==> src/hdl/qpe_pkg.sv <==
// Shared types, token kind codes and controller/datapath interface structs.
package qpe_pkg;

   localparam int VALUE_W = 32;
   localparam int KIND_W  = 3;
   localparam int TOKEN_W = KIND_W + VALUE_W;

   typedef logic [KIND_W-1:0]  kind_type;
   typedef logic [VALUE_W-1:0] value_type;

   // Token kind codes; kinds above divide behave as operands.
   localparam kind_type KIND_VALUE = 3'd0;
   localparam kind_type KIND_ADD   = 3'd1;
   localparam kind_type KIND_SUB   = 3'd2;
   localparam kind_type KIND_MUL   = 3'd3;
   localparam kind_type KIND_DIV   = 3'd4;

   // Source of a token appended at the queue tail.
   typedef enum logic [2:0] {
      APP_NONE,
      APP_INPUT,
      APP_HELD_OP,
      APP_FIRST,
      APP_RESULT,
      APP_TOKEN
   } app_sel_type;

   // Commands from the controller to the datapath.
   typedef struct packed {
      app_sel_type app_sel;
      logic        rd_req;
      logic        rd_inc;
      logic        hold_op;
      logic        take_first;
      logic        start_exec;
      logic        latch_div;
      logic        finish_apply;
      logic        set_bad;
      logic        clear_all;
   } cmd_type;

   // Status from the datapath to the controller.
   typedef struct packed {
      logic wr_full;
      logic empty;
      logic tok_is_op;
      logic held_vld;
      logic held_is_div;
      logic first_vld;
      logic applied;
      logic div_done;
   } status_type;

   function automatic logic is_operator(input kind_type kind);
      return (kind >= KIND_ADD) && (kind <= KIND_DIV);
   endfunction

endpackage

==> src/hdl/qpe_ctrl.sv <==
// Controller state machine: token loading, queue walk sequencing and result handshake.
module qpe_ctrl
   import qpe_pkg::*;
(
   input  logic       clock,
   input  logic       reset,
   input  logic       req_tvalid,
   input  logic       req_tlast,
   output logic       req_tready,
   output logic       rsp_tvalid,
   input  logic       rsp_tready,
   input  status_type status,
   output cmd_type    cmd
);

   typedef enum logic [2:0] {
      S_LOAD,
      S_READ,
      S_DECIDE,
      S_OP_FIRST,
      S_DIV_WAIT,
      S_APPLY,
      S_OUTPUT
   } state_type;

   state_type state_ff;
   state_type state_in;

   // Next state and datapath commands.
   always_comb begin
      state_in = state_ff;
      cmd      = '0;
      cmd.app_sel = APP_NONE;
      unique case (state_ff)
         S_LOAD: begin
            if (req_tvalid) begin
               cmd.app_sel = APP_INPUT;
               if (req_tlast) begin
                  state_in = S_READ;
               end
            end
         end
         S_READ: begin
            // The walk ends once the tail reaches capacity.
            if (status.wr_full) begin
               state_in = S_OUTPUT;
            end else if (status.empty) begin
               cmd.set_bad = 1'b1;
               state_in    = S_OUTPUT;
            end else begin
               cmd.rd_req = 1'b1;
               state_in   = S_DECIDE;
            end
         end
         S_DECIDE: begin
            if (status.tok_is_op) begin
               // Requeue a held operator, then the held operand next cycle.
               if (status.held_vld) begin
                  cmd.app_sel = APP_HELD_OP;
               end
               state_in = S_OP_FIRST;
            end else if (status.held_vld && !status.first_vld) begin
               cmd.take_first = 1'b1;
               cmd.rd_inc     = 1'b1;
               state_in       = S_READ;
            end else if (status.held_vld) begin
               cmd.start_exec = 1'b1;
               cmd.rd_inc     = 1'b1;
               state_in       = status.held_is_div ? S_DIV_WAIT : S_APPLY;
            end else if (status.applied) begin
               // Lone value after a reduction rotates to the tail.
               cmd.app_sel = APP_TOKEN;
               cmd.rd_inc  = 1'b1;
               state_in    = S_READ;
            end else begin
               cmd.set_bad = 1'b1;
               state_in    = S_OUTPUT;
            end
         end
         S_OP_FIRST: begin
            if (status.first_vld) begin
               cmd.app_sel = APP_FIRST;
            end
            cmd.hold_op = 1'b1;
            cmd.rd_inc  = 1'b1;
            state_in    = S_READ;
         end
         S_DIV_WAIT: begin
            if (status.div_done) begin
               cmd.latch_div = 1'b1;
               state_in      = S_APPLY;
            end
         end
         S_APPLY: begin
            cmd.app_sel      = APP_RESULT;
            cmd.finish_apply = 1'b1;
            state_in         = S_READ;
         end
         S_OUTPUT: begin
            if (rsp_tready) begin
               cmd.clear_all = 1'b1;
               state_in      = S_LOAD;
            end
         end
         default: begin
            state_in = S_LOAD;
         end
      endcase
   end

   // State register.
   always_ff @(posedge clock) begin
      if (reset) begin
         state_ff <= S_LOAD;
      end else begin
         state_ff <= state_in;
      end
   end

   assign req_tready = (state_ff == S_LOAD);
   assign rsp_tvalid = (state_ff == S_OUTPUT);

   // Loading and result delivery never overlap.
   assert property (@(posedge clock) disable iff (reset) !(req_tready && rsp_tvalid))
      else $error("request and response sides active together");

   // A division reduction always waits for the divider.
   assert property (@(posedge clock) disable iff (reset)
                    (cmd.start_exec && status.held_is_div) |=> (state_ff == S_DIV_WAIT))
      else $error("division started without waiting for the divider");

   // A stalled response stays offered until the receiver takes it.
   assert property (@(posedge clock) disable iff (reset)
                    (rsp_tvalid && !rsp_tready) |=> rsp_tvalid)
      else $error("response withdrawn before it was taken");

endmodule

==> config.mk <==
export PLATFORM = sky130hd
export DESIGN_NAME = qpe_ctrl
export DESIGN_NICKNAME = d
export VERILOG_FILES = /design/src/hdl/qpe_pkg.sv /design/src/hdl/qpe_ctrl.sv
export SDC_FILE = /design/constraint.sdc
export NUM_CORES = 1
export LEC_CHECK = 0
export BUFFER_PORTS_ARGS = -buffer_cell sky130_fd_sc_hd__buf_4
export CAP_MARGIN = 20
export CORE_AREA = 2 2 39 41
export DETAILED_ROUTE_END_ITERATION = 8
export DIE_AREA = 0 0 41 43
export PLACE_DENSITY = 0.7
export SLEW_MARGIN = 10
export SYNTH_ARGS = -nofsm -noshare
export SYNTH_HDL_FRONTEND = slang
export SYNTH_SLANG_ARGS = --single-unit
==> constraint.sdc <==
create_clock -name clock -period 1.5 [get_ports clock]
set_input_delay 0.3 -clock clock [delete_from_list [all_inputs] [get_ports clock]]
set_output_delay 0.3 -clock clock [all_outputs]
set_load 0.01 [all_outputs]
# == Word-level counts from Yosys, hierarchy flattened ==
# Cells that the tools add are included.
# W data, S select, Z words.
# totals
regBits,3
wordCells,62
input_bits,13
output_inout_bits,14
# op_classes
n_reduce_logical,5
n_eq_ne,10
n_mux,46
# ops
op,n
$mux W3,14
$mux W1,24
$pmux W3 S6,1
$pmux W3 S4,1
$eq A3 B3 Y1 const B,3
$mux W2,4
$eq A3 B2 Y1 const B,2
$ne A2 B2 Y1 const B,3
$pmux W1 S2,2
$reduce_and A4 Y1,1
$eq A3 B1 Y1 const B,1
$logic_not A3 Y1,1
$ne A2 B1 Y1 const B,1
$reduce_or A2 Y1,1
$logic_and A1 B1 Y1,1
$logic_not A1 Y1,1

# == Depth between registers and ports, before layout ==
# Gate-level depths: netlist (run 1).
# logic_depth
word_depth,5
ltp_mapped,5

# == Worst setup path after synthesis (run 1) ==
# No wires, ideal clock.
# synth_path
path_kind,register -> output
startpoint,reg state_ff[0]
endpoint,out cmd[9] (netlist name)
path_buffers,1
path_stages_with_launch,5
required_time_ns,1.200
setup_slack_ns,0.167
arrival_time_ns,1.033
cell_sequence,dfxtp_1 -> buf_6 -> o41ai_2 -> a22oi_1 -> nor2_1
# synth_rtl
item,line_no,rtl
"start, declared",qpe_ctrl.sv:26,state_type state_ff;
"start signal, assigned",qpe_ctrl.sv:116,state_ff <= state_in;
"end, declared",qpe_ctrl.sv:13,output cmd_type cmd

==> impl_metrics.ini, run 1 <==
[status]
status = finished with violations
violations = negative setup slack

[finish]
postLayoutCoreUtil_pct = 51.4
layout_common_cells = buf_4, nor2_1, nand2_1
area_delta_synth_final_pct = 82.6
regArea_um2 = 68.8
drive_gt1_share_pct = 57.8
final_common_cell = buf_4
final_net_count = 104
num_antenna_cells = 0
fillers = 147
multiInputGateArea_um2 = 329
largest_reg_flops = 3
regMostFlops = state_ff
reg_top3 = state_ff (3)
post_layout_nonfiller_instances = 106

[drt]
wl_met1_um = 515
wl_met2_um = 676
drt_first_iter_violations = 4
wl_met3_um = 90
top_layer_used = met4
detail_route.wl_per_cell_um = 12.2
post-route-drc-count = 0
drtPass1Iterations = 4
viasPerCell = 4.99
ant_nets = 0
vias = 529
routed_wl_mm = 1.29

[synthesis]
ys_types = 30
synth_seq_cells = 3
postSynthCellCount = 56
syn_area_um2 = 389
synth_fp_nets = 69
synth.avg_cell_area_um2 = 6.95
yosys_warnings = 0
yosysSeqAreaShare_pct = 15.4

[power_and_ir_drop]
leakagePower_nw = 0.335
peakVddDrop_mv = 0.765
p_per_area_mw_per_mm2 = 1610

[sta]
setup_viol = 5
max_freq_mhz = 626
hold_slack_ns = 0.233
slew_viol_final = 0
rsz0062_at_grt = yes
setup_tns_ns = -0.231
worst_pin_slew_ns = 0.254
slew_headroom_pct = 82.9
setup_slack_ns = -0.0964
hold_viol_final = 0
fin_crit_ns = 1.60
finalCritPeriodShare_pct = 106
fin_skew_ns = 0.00103

[global_routing]
gr-total-overflow = 0
antenna_found_initial = 0
grt_start_max_net_pins = 13
grt_pass1_vias = 446
grt_pass1_wl_mm = 1.82
grt_use_total_pct = 14.4

[hold_path]
hold_class = input port to flip-flop
hold_depth = 2

[clock_tree]
cts_tree = yes
cts.sinks = 3
clk_pin_slew_worst_paths_ns = 0.04
clk_path_buf_depth = 2
numCtsBuffers = 3
clk_latency_ns = 0.23
clk_root_buffer_cell = clkbuf_4
cts_max_level = 1

[placed_design]
hpwl_um = 900
dp_cells = 99
dp_slack_ns = 0.0673
gp_congestion = 0.816
numPortBuffers = 26

[critical_path]
critical_path.cell_chain = nor2b_2, nand2b_1, nor2_1, a32o_1, buf_4
critPathKind = flip-flop to output port
end_kind = output port
path_buf_inv = 1
critPathArrivalTime_ns = 1.30
cp_data_required_time_ns = 1.20
crit_fanout = 8
critPathMaxStageDelay_ns = 0.35
cp_num_cells = 5
critPathSlowestCell = dfxtp_4
r2r_cells = 5
cp-start-kind = flip-flop
crit_family = simple AND/OR/NAND/NOR gates

[floorplanning]
die_w_um = 41
die_area_mm2 = 0.00176
fp.dieH_um = 43
io_pins = 27
initial_core_util_pct = 28.1
core_area_mm2 = 0.00138
rows = 14

[flow_run]
cap_violations = 0
## path summary, 6_finish.rpt
check | start | to | slack [ns]
min | reset | state_ff[2]$_SDFFE_PP0P_ | 0.23
min reg2reg | state_ff[1]$_SDFFE_PP0P_ | state_ff[2]$_SDFFE_PP0P_ | 0.68
max reg2reg | state_ff[0]$_SDFFE_PP0P_ | state_ff[2]$_SDFFE_PP0P_ | 0.40
max | state_ff[0]$_SDFFE_PP0P_ | cmd[1] | -0.1
## per-stage QoR
| stage | area [µm²] | power, mW |
|---|---|---|
| floorplan | 389 | 0.597 |
| global placement | 611 | 0.829 |
| detailed placement | 611 | 0.837 |
| finish | 711 | 1.14 |
| global route | 711 | 1.22 |
| CTS | 666 | 1.05 |
## Yosys cell counts
library cell | instances | area share, %
a21o_1 | 1 | 1.9
a21oi_1 | 5 | 6.4
a21oi_2 | 1 | 2.3
a22oi_1 | 1 | 1.9
a31o_2 | 1 | 2.3
a32o_1 | 1 | 2.6
and2_1 | 2 | 3.2
and3_1 | 1 | 1.6
and3_2 | 1 | 1.9
buf_2 | 1 | 1.3
buf_4 | 1 | 1.9
buf_6 | 1 | 2.9
dfxtp_1 | 3 | 15
inv_1 | 1 | 0.96
inv_2 | 1 | 0.96
mux2_4 | 1 | 3.9
mux2i_1 | 1 | 2.6
nand2_1 | 6 | 5.8
nand2b_1 | 4 | 6.4
nand3_1 | 1 | 1.3
nand3b_1 | 1 | 1.9
nor2_1 | 8 | 7.7
nor2b_1 | 2 | 3.2
nor3_1 | 4 | 5.1
nor3_2 | 1 | 2.6
nor3b_1 | 1 | 1.9
o211ai_1 | 1 | 1.9
o21ai_0 | 1 | 1.3
o21ba_2 | 1 | 2.6
o41ai_2 | 1 | 4.2
## power breakdown
part	internal, mW	switching [mW]
clock	0.0997	0.0416
combinational	0.426	0.363
sequential	0.139	0.0720
total	0.665	0.476
## cell families after synthesis
logic type | Yosys count | share of synthesized area, %
buffers and inverters | 5 | 8.04
muxes | 2 | 6.43
AOI/OAI and AO/OA | 14 | 27.3
DFF | 3 | 15.4
and+or+nand+nor | 32 | 42.8
## metal layers
| layer | track usage [%] | vias to the layer above |
|---|---|---|
| met5 | 0 | - |
| li1 | - | 265 |
| met4 | 4.00 | 0 |
| met3 | 2.09 | 2 |
| met2 | 23.8 | 17 |
| met1 | 18.5 | 245 |
## layout make-up
class                   count  area share, %
clock buffers               4           3.70
inverters                   2           1.06
multi-input cells          48           46.3
repair buffers             33           36.4
well taps                  16           2.82
flip-flops and latches      3           9.68
## repair_timing
item / CTS / global route
gates resized for setup: 9 / 6
pin swaps: 2 / 3
buffers inserted: 0 / 3
hold buffers: 0 / 0
endpoints found under the setup margin: 8 / 12
(Power assumes the default switching activity.)
==> run 2: changes to the inputs <==
Settings changed: BUFFER_PORTS_ARGS -buffer_cell sky130_fd_sc_hd__buf_4 to default, DONT_BUFFER_PORTS from default to 1, PLACE_DENSITY 0.7 to 0.53.
Clock period 1.5 ns to 1.9 ns, I/O delays scaled along.
==> impl_metrics.ini, run 2 (synthesis gave the netlist of run 1 again) <==
[clock_tree]
clk_root_buffer_cell = clkbuf_4
hold_buffers = 0
clk_path_buf_depth = 2
cts_max_level = 1
clk_latency_ns = 0.24
clk_pin_slew_worst_paths_ns = 0.04
numCtsBuffers = 3
cts.sinks = 3
cts_tree = yes

[sta]
slew_headroom_pct = 73.0
finalCritPeriodShare_pct = 89.4
setup_slack_ns = 0.202
fin_crit_ns = 1.70
rsz0062_at_grt = no
setup_viol = 0
slew_viol_final = 0
worst_pin_slew_ns = 0.402
setup_tns_ns = 0
fin_skew_ns = 0.00623
max_freq_mhz = 589
hold_viol_final = 0

[placed_design]
dp_slack_ns = 0.410
numPortBuffers = 0
hpwl_um = 796
placed_area_um2 = 408
gp_congestion = 0.716
dp_cells = 72

[drt]
wl_met3_um = 96
wl_met2_um = 451
wl_met1_um = 416
drt_first_iter_violations = 0
viasPerCell = 5.41
routed_wl_um = 985
drtPass1Iterations = 1
post-route-drc-count = 0
ant_nets = 0
detail_route.wl_per_cell_um = 13.0
vias = 411
top_layer_used = met4

[finish]
multiInputGateArea_um2 = 304
fillers = 161
postLayoutCoreUtil_pct = 31.8
num_antenna_cells = 0
area_delta_synth_final_pct = 13.2
final_net_count = 74
regArea_um2 = 60.1
final_common_cell = nor2_1
largest_reg_flops = 3
drive_gt1_share_pct = 23.3
regMostFlops = state_ff
layout_common_cells = nor2_1, nand2_1, a21oi_1
fin_area_um2 = 440
post_layout_nonfiller_instances = 76
reg_top3 = state_ff (3)

[critical_path]
critPathSlowestCell = dfxtp_1
critical_path.cell_chain = nor2b_1, nand2b_1, nor3_1
critPathKind = flip-flop to output port
critPathMaxStageDelay_ns = 0.42
critPathArrivalTime_ns = 1.32
cp_data_required_time_ns = 1.52
crit_fanout = 7
end_kind = output port
cp-start-kind = flip-flop
path_buf_inv = 0
crit_family = simple AND/OR/NAND/NOR gates

[floorplanning]
fp.dieH_um = 43
die_w_um = 41
io_pins = 27
die_area_mm2 = 0.00176
core_area_mm2 = 0.00138
initial_core_util_pct = 28.1
rows = 14

[global_routing]
antenna_found_initial = 0
grt_pass1_vias = 398
grt_pass1_wl_mm = 1.51
grt_use_total_pct = 12.9
gr-total-overflow = 0
grt_start_max_net_pins = 12

[power_and_ir_drop]
p_per_area_mw_per_mm2 = 1480
leakagePower_nw = 0.174
peakVddDrop_mv = 0.370

[flow_run]
cap_violations = 0

[hold_path]
hold_class = input port to flip-flop

[status]
status = completed
[run 2: cell count changes in the layout (fill, tap and decap cells not counted), moves of 2 or more]
cell     change
dfxtp_4      -2
buf_4       -27
buf_6        -3
nor2b_1      +2
dfxtp_1      +3
[run 2: area by class of cell]
type,instances,area share [%]
clock buffers,4,5.97
inverters,2,1.70
multi-input cells,48,69.0
flip-flops and latches,3,13.6
well taps,16,4.55
repair buffers,3,5.11
[run 2: final timing paths]
| kind | startpoint | to | slack (ns) | cells past startpoint |
|---|---|---|---|---|
| max | state_ff[0]$_SDFFE_PP0P_ | cmd[8] | 0.20 | 3 |
| min reg2reg | state_ff[1]$_SDFFE_PP0P_ | state_ff[0]$_SDFFE_PP0P_ | 0.66 | 3 |
| max reg2reg | state_ff[2]$_SDFFE_PP0P_ | state_ff[2]$_SDFFE_PP0P_ | 0.78 | 4 |
| min | reset | state_ff[2]$_SDFFE_PP0P_ | 0.20 | 1 |
[run 2: metal layers]
| layer | GRT usage (%) | vias up |
|---|---|---|
| met5 | 0 | - |
| met4 | 10.0 | 0 |
| met3 | 4.19 | 2 |
| met2 | 19.4 | 19 |
| met1 | 14.1 | 183 |
| li1 | - | 207 |
[run 2: through the flow]
| stage | hold WS (ns) | power [mW] |
|---|---|---|
| after global placement | 0.452 | 0.535 |
| final | 0.203 | 0.654 |
| after floorplan | 0.449 | 0.472 |
| after global routing | 0.192 | 0.724 |
| after detailed placement | 0.452 | 0.534 |
| after CTS | 0.196 | 0.656 |
[run 2: worst register-to-register path: stages (launching register included)]
cell and delay (ns):
dfxtp_1 0.43, buf_4 0.21, nor3b_1 0.24, a21oi_2 0.05, a21oi_1 0.13
[run 2: report_power, final]
group	leakage [nW]	internal [mW]	total [mW]	switching, mW
logic	0.135	0.168	0.402	0.234
clock network	0.0150	0.0789	0.115	0.0365
registers	0.0247	0.0946	0.136	0.0414
total	0.174	0.342	0.654	0.312
[run 2: what timing repair did]
item                                    4_1_cts  5_1_grt
endpoints found under the setup margin        0        1
gates resized for setup                       0        1
setup buffers                                 0        0
